## src/rtl/core/acl_pkg.sv

```systemverilog
// shared types, constants and pattern tables for the at response line classifier
// no dependencies; used by acl_match and at_response_line_classifier_core

package acl_pkg;

  localparam int unsigned LineMax = 128;
  localparam int unsigned CountW  = $clog2(LineMax);
  localparam int unsigned LenW    = 7;
  localparam int unsigned NumPat  = 11;
  localparam int unsigned NumPfx  = 3;
  localparam int unsigned StrW    = 88;

  localparam logic [7:0] ChCr     = 8'h0D;
  localparam logic [7:0] ChLf     = 8'h0A;
  localparam logic [7:0] ChPrompt = 8'h3E;

  localparam logic [CountW-1:0] CountLast = CountW'(LineMax - 1);
  localparam logic [LenW-1:0]   LenSat    = '1;

  // prefix patterns: once their whole text has been seen, the line matches them whatever follows
  localparam logic [NumPat-1:0] PrefixMask = 11'b000_0011_0100;

  typedef enum logic [3:0] {
    ClsText       = 4'd0,
    ClsOk         = 4'd1,
    ClsConnect    = 4'd2,
    ClsError      = 4'd3,
    ClsCme        = 4'd4,
    ClsCms        = 4'd5,
    ClsNoCarrier  = 4'd6,
    ClsNoDialtone = 4'd7,
    ClsBusy       = 4'd8,
    ClsNoAnswer   = 4'd9,
    ClsRing       = 4'd10,
    ClsPrompt     = 4'd11,
    ClsOverflow   = 4'd12
  } line_class_e;

  typedef struct packed {
    logic [NumPat-1:0] alive;
    logic [NumPfx-1:0] prefix;
    line_class_e       cls;
  } match_t;

  function automatic logic [StrW-1:0] pat_str(input int unsigned idx);
    logic [StrW-1:0] s;
    begin
      unique case (idx)
        0:       s = StrW'("OK");
        1:       s = StrW'("CONNECT");
        2:       s = StrW'("CONNECT ");
        3:       s = StrW'("ERROR");
        4:       s = StrW'("+CME ERROR");
        5:       s = StrW'("+CMS ERROR");
        6:       s = StrW'("NO CARRIER");
        7:       s = StrW'("NO DIALTONE");
        8:       s = StrW'("BUSY");
        9:       s = StrW'("NO ANSWER");
        default: s = StrW'("RING");
      endcase
      return s;
    end
  endfunction

  function automatic logic [3:0] pat_len(input int unsigned idx);
    logic [3:0] n;
    begin
      unique case (idx)
        0:       n = 4'd2;
        1:       n = 4'd7;
        2:       n = 4'd8;
        3:       n = 4'd5;
        4:       n = 4'd10;
        5:       n = 4'd10;
        6:       n = 4'd10;
        7:       n = 4'd11;
        8:       n = 4'd4;
        9:       n = 4'd9;
        default: n = 4'd4;
      endcase
      return n;
    end
  endfunction

  function automatic line_class_e pat_class(input int unsigned idx);
    line_class_e c;
    begin
      unique case (idx)
        0:       c = ClsOk;
        1:       c = ClsConnect;
        2:       c = ClsConnect;
        3:       c = ClsError;
        4:       c = ClsCme;
        5:       c = ClsCms;
        6:       c = ClsNoCarrier;
        7:       c = ClsNoDialtone;
        8:       c = ClsBusy;
        9:       c = ClsNoAnswer;
        default: c = ClsRing;
      endcase
      return c;
    end
  endfunction

  function automatic logic [1:0] pat_pfx(input int unsigned idx);
    logic [1:0] b;
    begin
      unique case (idx)
        4:       b = 2'd1;
        5:       b = 2'd2;
        default: b = 2'd0;
      endcase
      return b;
    end
  endfunction

  // character at position pos of a pattern; pos must be below its length
  function automatic logic [7:0] pat_char(input int unsigned idx, input logic [3:0] pos);
    logic [StrW-1:0] s;
    logic [3:0]      sh;
    begin
      s  = pat_str(idx);
      sh = 4'(pat_len(idx) - 4'd1 - pos);
      s  = s >> {sh, 3'b000};
      return s[7:0];
    end
  endfunction

endpackage

```

## src/rtl/core/acl_match.sv

```systemverilog
// per-byte pattern matcher: next alive and prefix bits, and line class of the current state
// depends on acl_pkg

module acl_match (
  input  logic [7:0]                   rx_byte_i,
  input  logic [acl_pkg::CountW-1:0]   count_i,
  input  logic [acl_pkg::NumPat-1:0]   alive_i,
  input  logic [acl_pkg::NumPfx-1:0]   prefix_i,
  output acl_pkg::match_t              match_o
);

  always_comb begin
    logic [acl_pkg::NumPat-1:0] alive;
    logic [acl_pkg::NumPfx-1:0] prefix;
    acl_pkg::line_class_e       cls;
    logic [1:0]                 pb;
    logic                       in_range;
    alive  = alive_i;
    prefix = prefix_i;
    cls    = acl_pkg::ClsText;
    for (int unsigned i = 0; i < acl_pkg::NumPat; i++) begin
      pb       = acl_pkg::pat_pfx(i);
      in_range = count_i < acl_pkg::CountW'(acl_pkg::pat_len(i));
      if (!(acl_pkg::PrefixMask[i] && prefix_i[pb]) && alive_i[i]) begin
        if (in_range && acl_pkg::pat_char(i, count_i[3:0]) == rx_byte_i) begin
          if (acl_pkg::PrefixMask[i] &&
              count_i == acl_pkg::CountW'(acl_pkg::pat_len(i) - 4'd1)) begin
            prefix[pb] = 1'b1;
          end
        end else begin
          alive[i] = 1'b0;
        end
      end
    end
    // classify, first pattern in list order wins
    for (int i = acl_pkg::NumPat - 1; i >= 0; i--) begin
      pb = acl_pkg::pat_pfx(i);
      if (acl_pkg::PrefixMask[i]) begin
        if (prefix_i[pb]) cls = acl_pkg::pat_class(i);
      end else if (alive_i[i] &&
                   count_i == acl_pkg::CountW'(acl_pkg::pat_len(i))) begin
        cls = acl_pkg::pat_class(i);
      end
    end
    match_o.alive  = alive;
    match_o.prefix = prefix;
    match_o.cls    = cls;
  end

endmodule

```

## src/rtl/core/at_response_line_classifier_core.sv

```systemverilog
// top level of the at response line classifier: input register, line state, result register
// depends on acl_pkg and acl_match

// Classifies modem response lines one received byte per beat. A byte taken on the
// input channel lands in the input register; when it moves on, it is matched against
// every pattern at once and the line state (character count, per-pattern alive bits,
// prefix bits, drop flag) is updated, and a finished line writes the result register.
// One byte per cycle is taken unless an output stall holds a result. CR bytes are
// ignored, an LF ends a non-empty line, and a byte arriving after LINE_MAX-1
// characters reports overflow and then drops bytes through the next LF.
// With prompt_enable set, a leading '>' reports a prompt at once. The input side
// stalls only while a result is waiting in the result register and the output is
// stalled. prompt_enable should only be written while the block is idle.

module at_response_line_classifier_core (
  input  logic       clk_i,
  input  logic       rst_ni,
  // configuration
  input  logic       prompt_enable_we_i,
  input  logic       prompt_enable_i,
  // byte input channel
  input  logic       in_valid_i,
  output logic       in_stall_o,
  input  logic [7:0] rx_byte_i,
  // result channel
  output logic       out_valid_o,
  input  logic       out_stall_i,
  output logic [3:0] line_class_o,
  output logic [6:0] line_len_o
);

  // configuration register
  logic prompt_en_q;

  // input register
  logic       in_valid_q, in_valid_d;
  logic [7:0] byte_q;

  // line state
  logic [acl_pkg::CountW-1:0] count_q, count_d;
  logic                       dropping_q, dropping_d;
  logic [acl_pkg::NumPat-1:0] alive_q, alive_d;
  logic [acl_pkg::NumPfx-1:0] prefix_q, prefix_d;

  // result register
  logic                     out_valid_q, out_valid_d;
  acl_pkg::line_class_e     class_q, class_d;
  logic [acl_pkg::LenW-1:0] length_q, length_d;

  logic            advance;
  logic            in_accept;
  logic            emit;
  logic            is_overflow;
  acl_pkg::match_t match;
  logic [acl_pkg::LenW-1:0] count_sat;

  // the byte in the input register moves on when the result slot is free or draining
  assign advance    = in_valid_q && (!out_valid_q || !out_stall_i);
  assign in_stall_o = in_valid_q && !advance;
  assign in_accept  = in_valid_i && !in_stall_o;

  assign count_sat = (count_q > acl_pkg::CountW'(acl_pkg::LenSat)) ?
                     acl_pkg::LenSat : acl_pkg::LenW'(count_q);

  acl_match u_match (
    .rx_byte_i (byte_q),
    .count_i   (count_q),
    .alive_i   (alive_q),
    .prefix_i  (prefix_q),
    .match_o   (match)
  );

  always_comb begin
    count_d     = count_q;
    dropping_d  = dropping_q;
    alive_d     = alive_q;
    prefix_d    = prefix_q;
    emit        = 1'b0;
    is_overflow = 1'b0;
    class_d     = class_q;
    length_d    = length_q;
    if (advance) begin
      priority if (dropping_q) begin
        // discard until the line feed that ends the long line
        if (byte_q == acl_pkg::ChLf) begin
          dropping_d = 1'b0;
          count_d    = '0;
          alive_d    = '1;
          prefix_d   = '0;
        end
      end else if (byte_q == acl_pkg::ChCr) begin
        // carriage return carries nothing
      end else if (byte_q == acl_pkg::ChLf) begin
        if (count_q != '0) begin
          emit     = 1'b1;
          class_d  = match.cls;
          length_d = count_sat;
        end
        count_d  = '0;
        alive_d  = '1;
        prefix_d = '0;
      end else if (count_q >= acl_pkg::CountLast) begin
        // line too long: report and start dropping
        emit        = 1'b1;
        is_overflow = 1'b1;
        class_d     = acl_pkg::ClsOverflow;
        length_d    = count_sat;
        dropping_d  = 1'b1;
        count_d     = '0;
        alive_d     = '1;
        prefix_d    = '0;
      end else if (prompt_en_q && count_q == '0 && byte_q == acl_pkg::ChPrompt) begin
        // leading prompt reports at once and leaves an empty line
        emit     = 1'b1;
        class_d  = acl_pkg::ClsPrompt;
        length_d = acl_pkg::LenW'(1);
        count_d  = '0;
        alive_d  = '1;
        prefix_d = '0;
      end else begin
        count_d  = count_q + acl_pkg::CountW'(1);
        alive_d  = match.alive;
        prefix_d = match.prefix;
      end
    end
  end

  always_comb begin
    in_valid_d = in_valid_q;
    if (in_accept) begin
      in_valid_d = 1'b1;
    end else if (advance) begin
      in_valid_d = 1'b0;
    end
    out_valid_d = out_valid_q;
    if (emit) begin
      out_valid_d = 1'b1;
    end else if (!out_stall_i) begin
      out_valid_d = 1'b0;
    end
  end

  always_ff @(posedge clk_i or negedge rst_ni) begin
    if (!rst_ni) begin
      prompt_en_q <= 1'b0;
      in_valid_q  <= 1'b0;
      out_valid_q <= 1'b0;
      count_q     <= '0;
      dropping_q  <= 1'b0;
      alive_q     <= '1;
      prefix_q    <= '0;
    end else begin
      if (prompt_enable_we_i) begin
        prompt_en_q <= prompt_enable_i;
      end
      in_valid_q  <= in_valid_d;
      out_valid_q <= out_valid_d;
      count_q     <= count_d;
      dropping_q  <= dropping_d;
      alive_q     <= alive_d;
      prefix_q    <= prefix_d;
    end
  end

  // payload registers
  always_ff @(posedge clk_i) begin
    if (in_accept) begin
      byte_q <= rx_byte_i;
    end
    class_q  <= class_d;
    length_q <= length_d;
  end

  assign out_valid_o  = out_valid_q;
  assign line_class_o = class_q;
  assign line_len_o   = length_q;

  // a prompt result always reports one character
  a_prompt_len : assert property (@(posedge clk_i) disable iff (!rst_ni)
    (out_valid_o && line_class_o == acl_pkg::ClsPrompt) |-> (line_len_o == 7'd1))
    else $error("prompt result with length other than one");

  // while dropping, the line state stays cleared
  a_drop_clear : assert property (@(posedge clk_i) disable iff (!rst_ni)
    dropping_q |-> (count_q == '0 && prefix_q == '0 && alive_q == '1))
    else $error("line state not cleared while dropping");

  // overflow result is followed by drop mode
  a_ovf_drop : assert property (@(posedge clk_i) disable iff (!rst_ni)
    is_overflow |=> (dropping_q && out_valid_o && line_class_o == acl_pkg::ClsOverflow))
    else $error("overflow did not enter drop mode");

  // character count never passes the overflow point
  a_count_max : assert property (@(posedge clk_i) disable iff (!rst_ni)
    count_q <= acl_pkg::CountLast)
    else $error("character count beyond line limit");

endmodule

```

## config.mk

```make
export PLATFORM = sky130hd
export DESIGN_NAME = at_response_line_classifier_core
export DESIGN_NICKNAME = d
export VERILOG_FILES = /design/src/rtl/core/acl_pkg.sv /design/src/rtl/core/acl_match.sv /design/src/rtl/core/at_response_line_classifier_core.sv
export SDC_FILE = /design/constraint.sdc
export NUM_CORES = 1
export LEC_CHECK = 0
export ABC_AREA = 1
export BUFFER_PORTS_ARGS = -buffer_cell sky130_fd_sc_hd__buf_2
export CAP_MARGIN = 15
export CORE_ASPECT_RATIO = 0.7
export CORE_UTILIZATION = 40
export DETAILED_ROUTE_END_ITERATION = 12
export PLACE_DENSITY = 0.66
export REMOVE_ABC_BUFFERS = 1
export SETUP_SLACK_MARGIN = 0.4
export SYNTH_ARGS = -nofsm -noshare
export SYNTH_HDL_FRONTEND = slang
export SYNTH_SLANG_ARGS = --single-unit
```

## constraint.sdc

```tcl
create_clock -name clk_i -period 4.4 [get_ports clk_i]
set_clock_uncertainty 0.05 [all_clocks]
set_input_delay 0 -clock clk_i [delete_from_list [all_inputs] [get_ports clk_i]]
set_output_delay 0 -clock clk_i [all_outputs]
set_load 0.01 [all_outputs]
```

==> run_results.csv, run 1 <==
group,metric,value,unit
status,status,"complete, no violations",
global_route,grt_pass1_vias,3864,
die,dieArea,10900,um^2
sta,max_freq,300,MHz
die,initial_core_util,42.3,%
drt,wire_per_inst,16.8,um
final_layout,most-common-layout-cells,"200 x nand2_1, 70 x nand3_1, 63 x nor2_1",
global_route,antenna_found_initial,0,
die,rows,30,
drt,vias_per_cell,5.59,
worst_setup_path,startpoint_type,"flip-flop",
placement,numPortBuffers,26,
pwr,seq_power_share,20.3,%
clock_network,cts_buffers,5,
drt,finalWirelength,13300,um
clock_network,htree_levels,2,
drt,drc,0,
run,drv_cap,0,
clock_network,clkLatencyLatePin,0.29,ns
die,die_x,125,um
pwr,power_density,642,nW/um^2
pwr,clkPwrFrac,12.2,%
final_layout,area_growth,10.7,%
worst_setup_path,cp_slowest_stage_delay,0.75,ns
sta,finalCritPeriodShare,75.9,%
final_layout,drive_above_1_share,12.6,%
pwr,pwr-share-comb,67.5,%
worst_setup_path,slowest_stage,"dfrtp_1",
drt,dr.pass1.iters,5,
drt,drtIter0Drc,558,
synth,syn-cell-area,4210,um^2
pwr,switchingPower,1620,uW
global_route,grt_overflow,0,
final_layout,mostFrequentLayoutCell,"nand2_1",
sta,worst_hold_slack,0.185,ns
clock_network,clockBufferDepth,2,
clock_network,root_buffer,"clkbuf_16",
clock_network,cts_resized,0,
placement,hpwlAfterDp,9920,um
clock_network,clock-sinks,44,
sta,finalSetupViolations,0,
final_layout,antennaDiodeCount,0,
worst_setup_path,required,4.54,ns
sta,hold_viol_final,0,
synth,ys.flop_type,"edfxtp_1",
worst_setup_path,path_cells,"inv_1 -> ha_1 -> ha_1 -> inv_2 -> nand2_1 -> nand3_1 -> nand3_1 -> nand3_1 -> nor2_1 -> nand3_1 -> nand2_1 -> nand2_1 -> nand2_1 -> nand2_1",
global_route,grt_pass1_wl,20900,um
clock_network,post_cts_buffers,0,
synth,yosysSeqAreaShare,28.7,%
pwr,switching_share,54.2,%
worst_setup_path,path_class,"flip-flop to flip-flop",
sta,worstMarginPinSlew,0.913,ns
synth,synth.avg_cell_area,6.64,um^2
worst_setup_path,end_kind,"flip-flop",
synth,syn_inst,634,
pwr,leakagePower,0.00232,uW
synth,async_flop_share,56.8,%
final_layout,nets,703,
synth,yosysUniqueCellTypes,44,
sta,drv_slew,0,
die,die_h,87.8,um
die,core_region_area,9950,um^2
worst_hold_path,hold_class,"primary input to async pin",
sta,period_minus_slack,3.34,ns
clock_network,cts_tree,"yes",
worst_setup_path,crit_fanout,18,
synth,ys_ff_latch,44,
drt,vias,4433,
final_layout,nFillCells,981,
placement,globalplace.congestion,0.977,
pwr,peakVddDrop,0.236,mV
synth,synth_edf_count,19,
clock_network,hold_buffers,13,
sta,relSlewSlack,38.9,%
synth,ys_warn_count,0,
drt,antenna_left,0,
global_route,grt_start_max_net_pins,26,
sta,tns,0,ns
pwr,p_int,1370,uW
worst_setup_path,arrival,3.48,ns
sta,grt_setup_unrepaired,"no",
global_route,grtUsageTotal,24.9,%
worst_setup_path,cp_common_cell,"nand2_1",
clock_network,path_clk_slew,0.06,ns
die,ios,27,
## final timing paths
path	end	cells after the start	slack [ns]	startpoint
setup reg to reg	prefix_q[2]	14	1.06	count_q[2]
max in group asynchronous	prompt_en_q	2	3.71	rst_ni
hold / removal	count_q[3]	2	0.18	rst_ni
setup / recovery	prefix_q[2]	14	1.06	count_q[2]
hold reg to reg	alive_q[9]	2	0.41	alive_q[9]
min in group clk_i	byte_q[6]	2	0.36	rx_byte_i[6]
## power groups by stage
stage	Clock [uW]	Combinational [uW]	Sequential, uW
6_report	364	2020	608
4_1_cts	366	1960	604
3_5_place_dp	0	1930	612
3_3_place_gp	0	1930	610
5_1_grt	379	2270	616
2_1_floorplan	0	1500	584
## synth_stat cells, types with 2 or more instances
cell	number	area [um^2]
a21oi_1	14	70.1
buf_2	7	35.0
buf_4	3	22.5
buf_6	2	22.5
buf_8	2	30.0
clkbuf_1	3	11.3
dfrtp_1	14	350
dfstp_2	11	289
edfxtp_1	19	571
ha_1	25	313
inv_1	51	191
inv_2	13	48.8
inv_4	2	12.5
nand2_1	200	751
nand2_2	8	50.1
nand3_1	70	350
nand3_2	3	30.0
nand4_1	27	169
nor2_1	63	236
nor3_1	13	65.1
nor3_2	3	30.0
o211ai_1	2	15.0
o21a_1	3	22.5
o21ai_0	30	150
o21ai_1	2	10.0
o22ai_1	2	12.5
o31ai_1	2	15.0
or2_2	3	18.8
xor2_1	22	193
## through the flow
step | utilization [%] | setup WS (ns) | instance area (um^2) | std cells | power (uW)
floorplan | - | 1.73 | 4080 | 615 | 2080
global placement | 44.2 | 1.10 | 4390 | 772 | 2540
detailed placement | 44.2 | 1.13 | 4390 | 772 | 2550
CTS | 46.9 | 1.15 | 4660 | 793 | 2930
global route | 46.9 | 0.818 | 4660 | 793 | 3260
finish | 46.9 | 1.06 | 4660 | 793 | 2990
## registers in the layout (all words and copies together) (netlist names)
name,cells
line_class_o,4
in_valid_q,1
line_len_o,7
dropping_q,1
byte_q,8
prompt_en_q,1
count_q,7
prefix_q,3
out_valid_o,1
alive_q,11
## metal layers
layer / vias to the layer above / track usage, % / share of wire, %
met5: - / 0 / 0
met1: 2022 / 38.6 / 48
li1: 2143 / - / -
met3: 25 / 4.22 / 11
met2: 243 / 35.2 / 39
met4: 0 / 6.35 / 1.7
## critical path: cells and delay by family (launching register included)
| kind | cells | cell delay [ns] |
|---|---|---|
| AND/OR/NAND/NOR | 10 | 1.07 |
| adder cells (fa/ha/maj) | 2 | 0.85 |
| flip-flops | 1 | 0.75 |
| buffers and inverters | 2 | 0.50 |
## layout make-up
class | count | area [um^2] | share of cell area, %
clock buffers | 5 | 125 | 2.68
clock inverters | 3 | 13.8 | 0.295
inverters | 66 | 253 | 5.42
multi-input cells | 505 | 2620 | 56.1
flip-flops and latches | 44 | 1210 | 26.0
well taps | 128 | 160 | 3.44
repair buffers | 42 | 283 | 6.07
## cell families (layout without fill, tap and decap cells)
| family | Yosys count | in the layout | synth area share [%] |
|---|---|---|---|
| and+or+nand+nor | 396 | 396 | 41.8 |
| buffers and inverters | 85 | 116 | 9.09 |
| AOI/OAI and AO/OA | 60 | 60 | 7.93 |
| DFF | 44 | 44 | 28.7 |
| adders and majority gates | 25 | 25 | 7.43 |
| xor gates and xnor gates | 23 | 23 | 4.78 |
| muxes | 1 | 1 | 0.267 |
(Power assumes the default switching activity.)
==> run 2: changes to the inputs <==
PLACE_DENSITY = 0.69   (was 0.66)
clock period = 3 ns   (was 4.4 ns; I/O delays follow)
==> run 2 against run 1 <==
Against the previous run: register-to-register slack worse by 0.54 ns; critical path depth fell by 1; combinational power rose by 58%; design area up 4.3%; cell count up 2.4%; core utilization grew 2.0 points; critical path type unchanged; largest cell class unchanged; largest power group unchanged.
==> run_results.csv, run 2 (synthesized netlist as in run 1, its figures left out) <==
group,metric,value,unit
worst_setup_path,startpoint_type,"flip-flop",
die,die_h,87.8,um
clock_network,cts_tree,"yes",
sta,relSlewSlack,59.1,%
pwr,power_density,943,nW/um^2
die,ios,27,
final_layout,mostFrequentLayoutCell,"nand2_1",
worst_hold_path,hold_class,"primary input to async pin",
clock_network,clockBufferDepth,2,
run,drv_cap,0,
final_layout,most-common-layout-cells,"199 x nand2_1, 70 x nand3_1, 63 x nor2_1",
sta,finalCritPeriodShare,82.6,%
die,dieArea,10900,um^2
clock_network,clock-sinks,44,
global_route,antenna_found_initial,0,
worst_setup_path,crit_fanout,14,
drt,vias,4509,
sta,finalSetupViolations,0,
sta,fin_ws,0.521,ns
global_route,grt_overflow,0,
final_layout,largest_reg_flops,11,
drt,antenna_left,0,
final_layout,regMostFlops,"alive_q",
worst_setup_path,required,3.16,ns
worst_setup_path,r2r-end,"count_q[4]",
worst_setup_path,reg2regPathDepth,13,
drt,dr.pass1.iters,6,
sta,worst_hold_slack,0.196,ns
drt,vias_per_cell,5.55,
worst_setup_path,arrival,2.64,ns
die,die_x,125,um
worst_setup_path,rr_startpoint,"count_q[1]",
placement,place_ws,0.289,ns
final_layout,drive_above_1_share,16.5,%
placement,place_area,4520,um^2
global_route,grtUsageTotal,25.8,%
placement,numPortBuffers,26,
placement,hpwlAfterDp,10200,um
drt,wire_per_inst,16.9,um
final_layout,top_regs,"alive_q: 11 flops, byte_q: 8 flops",
worst_setup_path,path_class,"flip-flop to flip-flop",
final_layout,nFillCells,989,
worst_setup_path,reg2reg_slack,0.52,ns
final_layout,antennaDiodeCount,0,
clock_network,root_buffer,"clkbuf_16",
pwr,peakVddDrop,0.410,mV
drt,drtIter0Drc,533,
sta,period_minus_slack,2.48,ns
final_layout,final-seq-area,1210,um^2
sta,drv_slew,0,
sta,hold_viol_final,0,
clock_network,htree_levels,2,
final_layout,multi_input_area,2670,um^2
pwr,leakagePower,0.00241,uW
die,rows,30,
clock_network,cts_buffers,5,
clock_network,clkLatencyLatePin,0.29,ns
status,status,"complete, no violations",
global_route,grt_pass1_vias,3984,
final_layout,area_growth,15.5,%
worst_setup_path,startpoint,"count_q[1]",
sta,worstMarginPinSlew,0.613,ns
sta,tns,0,ns
drt,drc,0,
clock_network,path_clk_slew,0.06,ns
sta,max_freq,403,MHz
final_layout,nets,722,
placement,globalplace.congestion,0.923,
final_layout,design_area,4860,um^2
worst_setup_path,end_kind,"flip-flop",
drt,finalWirelength,13700,um
global_route,grt_start_max_net_pins,26,
pwr,p_total,4580,uW
die,core_region_area,9950,um^2
sta,grt_setup_unrepaired,"yes",
die,initial_core_util,42.3,%
global_route,grt_pass1_wl,21500,um
[run 2: power by group]
part	internal (uW)	leakage, uW	switching (uW)
Clock	307	0.0000736	242
Sequential	745	0.000472	85.2
Combinational	1120	0.00186	2090
Total	2170	0.00241	2410
[run 2: how the worst max path moves through the flow]
stage,endpoint,slack (ns)
final,count_q[4],0.52
after CTS,alive_q[3],0.41
after global routing,prefix_q[2],0.37
after detailed placement,alive_q[3],0.29
after floorplan,prefix_q[2],0.33
after global placement,alive_q[9],0.35
[run 2: worst max-delay path, cell delays in order (launching register included)]
cell and delay [ns]:
dfrtp_2 0.49, buf_4 0.17, ha_1 0.22, nand2_1 0.10
nor2_1 0.08, nand4_1 0.13, nand2_1 0.15, inv_2 0.09
nand2_1 0.07, nor2_2 0.18, inv_2 0.06, nand2_2 0.27
inv_2 0.14, nor3b_2 0.18
[run 2: per-stage QoR]
| stage | cells | util (%) |
|---|---|---|
| 3_5_place_dp | 789 | 45.4 |
| 2_1_floorplan | 615 | - |
| 6_report | 812 | 48.9 |
| 5_1_grt | 812 | 48.9 |
| 3_3_place_gp | 789 | 45.4 |
| 4_1_cts | 810 | 48.3 |
[run 2: cell type report]
cell class	instances	area share [%]
multi-input combinational	505	54.8
sequential	44	24.9
timing repair buffer	61	8.75
inverter	66	5.25
tap	128	3.29
clock buffer	5	2.57
clock inverter	3	0.386
[run 2: what timing repair did]
action	in CTS	in global routing
hold buffers	13	0
setup endpoints to repair	3	24
gates resized for setup	3	12
pin swaps	0	0
cloned	0	0
setup buffers	0	2
hold endpoints to repair	25	0
[run 2: layer usage]
metal / vias up / part of all wire [%] / track usage (%)
li1: 2180 / - / -
met1: 2066 / 46 / 37.1
met2: 242 / 40 / 37.5
met3: 21 / 12 / 7.45
met4: 0 / 1.7 / 6.46
met5: - / 0 / 0
==> run 3: changes to the inputs <==
PLACE_DENSITY = 0.66   (was 0.69)
clock period = 2.5 ns   (was 3 ns; I/O delays follow)
==> run 3 against run 2 <==
Against the previous run: global-route usage up 3.0 points; die area is the same; cell count grew 6.9%; hold slack better by 0.020 ns; clock-buffer cell count is 2 higher; power increased by 52%; wire length rose by 16%; non-clock buffer count increased by 56; maximum frequency up 12%; first-iteration DRC count is 2.6% lower; clock power increased by 33%; critical path depth rose by 2; largest power group unchanged; highest routed layer unchanged.
==> run_results.csv, run 3 (synthesized netlist as in run 1, its figures left out) <==
group,metric,value,unit
status,status,"complete, no violations",
global_route,grt_overflow,0,
run,drv_cap,0,
clock_network,clockBufferDepth,2,
sta,finalSetupViolations,0,
sta,grt_setup_unrepaired,"yes",
final_layout,nFillCells,897,
worst_setup_path,cp_slowest_stage_delay,0.40,ns
pwr,p_int,3430,uW
final_layout,drive_above_1_share,32.3,%
clock_network,htree_levels,2,
worst_setup_path,path_cells,"inv_2 -> ha_4 -> buf_6 -> clkinvlp_4 -> buf_12 -> nand3_2 -> nand2_2 -> buf_4 -> nand3_1 -> nand2_1 -> nor2_2 -> nand3_2 -> nand2_2 -> nand2_1 -> nand2_1",
pwr,seq_power_share,14.2,%
clock_network,path_clk_slew,0.07,ns
pwr,p_total,6950,uW
sta,drv_slew,0,
placement,globalplace.congestion,0.918,
placement,hpwlAfterDp,11000,um
pwr,switchingPower,3520,uW
die,core_region_area,9950,um^2
pwr,clkPwrFrac,10.5,%
drt,drc,0,
sta,tns,0,ns
global_route,grt_start_max_net_pins,26,
drt,wire_per_inst,18.3,um
sta,worstMarginPinSlew,0.676,ns
clock_network,cts_tree,"yes",
global_route,grtUsageMet2,43.2,%
final_layout,area_growth,36.7,%
die,die_h,87.8,um
final_layout,antennaDiodeCount,0,
final_layout,largest_reg_flops,11,
die,rows,30,
clock_network,clock-sinks,44,
final_layout,nets,778,
global_route,met3_usage,9.16,%
die,initial_core_util,42.3,%
final_layout,most-common-layout-cells,"179 x nand2_1, 65 x buf_4, 62 x nand3_1",
drt,vias,4935,
sta,hold_viol_final,0,
global_route,met1_usage,40.4,%
sta,max_freq,450,MHz
worst_setup_path,path_class,"flip-flop to flip-flop",
pwr,peakVddDrop,0.395,mV
clock_network,root_buffer,"clkbuf_16",
final_layout,top_regs,"alive_q: 11 flops, byte_q: 8 flops",
global_route,top_usage_layer,"met2",
global_route,grt_pass1_wl,24000,um
die,dieArea,10900,um^2
placement,numPortBuffers,26,
drt,antenna_left,0,
placement,place_ws,0.0884,ns
sta,fin_ws,0.278,ns
worst_setup_path,cp_common_cell,"nand2_1",
sta,finalCritPeriodShare,88.9,%
worst_setup_path,startpoint_type,"flip-flop",
worst_setup_path,end_kind,"flip-flop",
clock_network,clkLatencyLatePin,0.30,ns
sta,period_minus_slack,2.22,ns
global_route,antenna_found_initial,0,
drt,finalWirelength,15900,um
global_route,grtUsageTotal,28.8,%
worst_hold_path,hold_class,"primary input to async pin",
worst_setup_path,arrival,2.41,ns
worst_setup_path,required,2.69,ns
worst_setup_path,slowest_stage,"dfrtp_1",
clock_network,cts_buffers,5,
final_layout,fin_util,57.9,%
pwr,leakagePower,0.00277,uW
drt,vias_per_cell,5.69,
global_route,grt_pass1_vias,4413,
drt,drtIter0Drc,519,
worst_setup_path,crit_fanout,5,
pwr,power_density,1210,nW/um^2
die,die_x,125,um
pwr,switching_share,50.6,%
die,ios,27,
final_layout,regMostFlops,"alive_q",
drt,dr.pass1.iters,7,
sta,relSlewSlack,54.9,%
final_layout,mostFrequentLayoutCell,"nand2_1",
pwr,pwr-share-comb,75.3,%
sta,worst_hold_slack,0.216,ns
-- run 3: changes by cell type in the layout (fill, tap and decap cells not counted), sizes merged --
cell	before	now
buf	48	104
clkbuf	5	7
clkinv	3	2
clkinvlp	0	1
inv	66	64
-- run 3: final cells by class --
class | instances | area (um^2) | share of cell area [%]
Multi-Input combinational cell | 505 | 3030 | 52.7
Sequential cell | 44 | 1210 | 21.0
Timing Repair Buffer | 117 | 916 | 15.9
Inverter | 66 | 279 | 4.85
Tap cell | 128 | 160 | 2.78
Clock buffer | 7 | 154 | 2.67
Clock inverter | 1 | 5.00 | 0.0869
-- run 3: power groups by stage --
stage                     registers (uW)  logic [uW]  clock network (uW)
after global placement               981        3750                   0
after CTS                            975        4400                 734
after global routing                 998        5670                 772
after detailed placement             981        3800                   0
after floorplan                     1030        2640                   0
final                                987        5230                 732
-- run 3: repair_timing --
item	in CTS	in global routing
gates cloned	1	0
resized for setup	54	86
pin swaps	21	39
hold buffers	13	0
setup endpoints to repair	30	33
setup buffers	25	16
hold endpoints to repair	25	0
-- run 3: worst max-delay path, delay by kind of cell (launching register included) --
| family | cells | cell delay (ns) |
|---|---|---|
| fa+ha+maj | 1 | 0.18 |
| buf+inv | 5 | 0.73 |
| flops | 1 | 0.40 |
| simple gates | 9 | 0.80 |
-- run 3: final timing paths --
path | from | end | slack, ns | cells after the start
max | count_q[1] | alive_q[7] | 0.28 | 15
min | rst_ni | count_q[2] | 0.22 | 2
max reg2reg | count_q[1] | alive_q[7] | 0.28 | 15
min reg2reg | alive_q[5] | alive_q[5] | 0.42 | 2
max in group asynchronous | rst_ni | count_q[0] | 1.72 | 2
min in group clk_i | rx_byte_i[3] | byte_q[3] | 0.37 | 2
-- run 3: stage by stage --
stage                     area (um^2)  std cells
after detailed placement         4650        805
after global placement           4650        805
after CTS                        5320        852
after global routing             5760        868
final                            5760        868
after floorplan                  4080        615
-- run 3: per-layer routing --
layer	up-vias	part of all wire, %
met4	0	2.8
met3	47	12
li1	2307	-
met5	-	0
met1	2296	44
met2	285	41
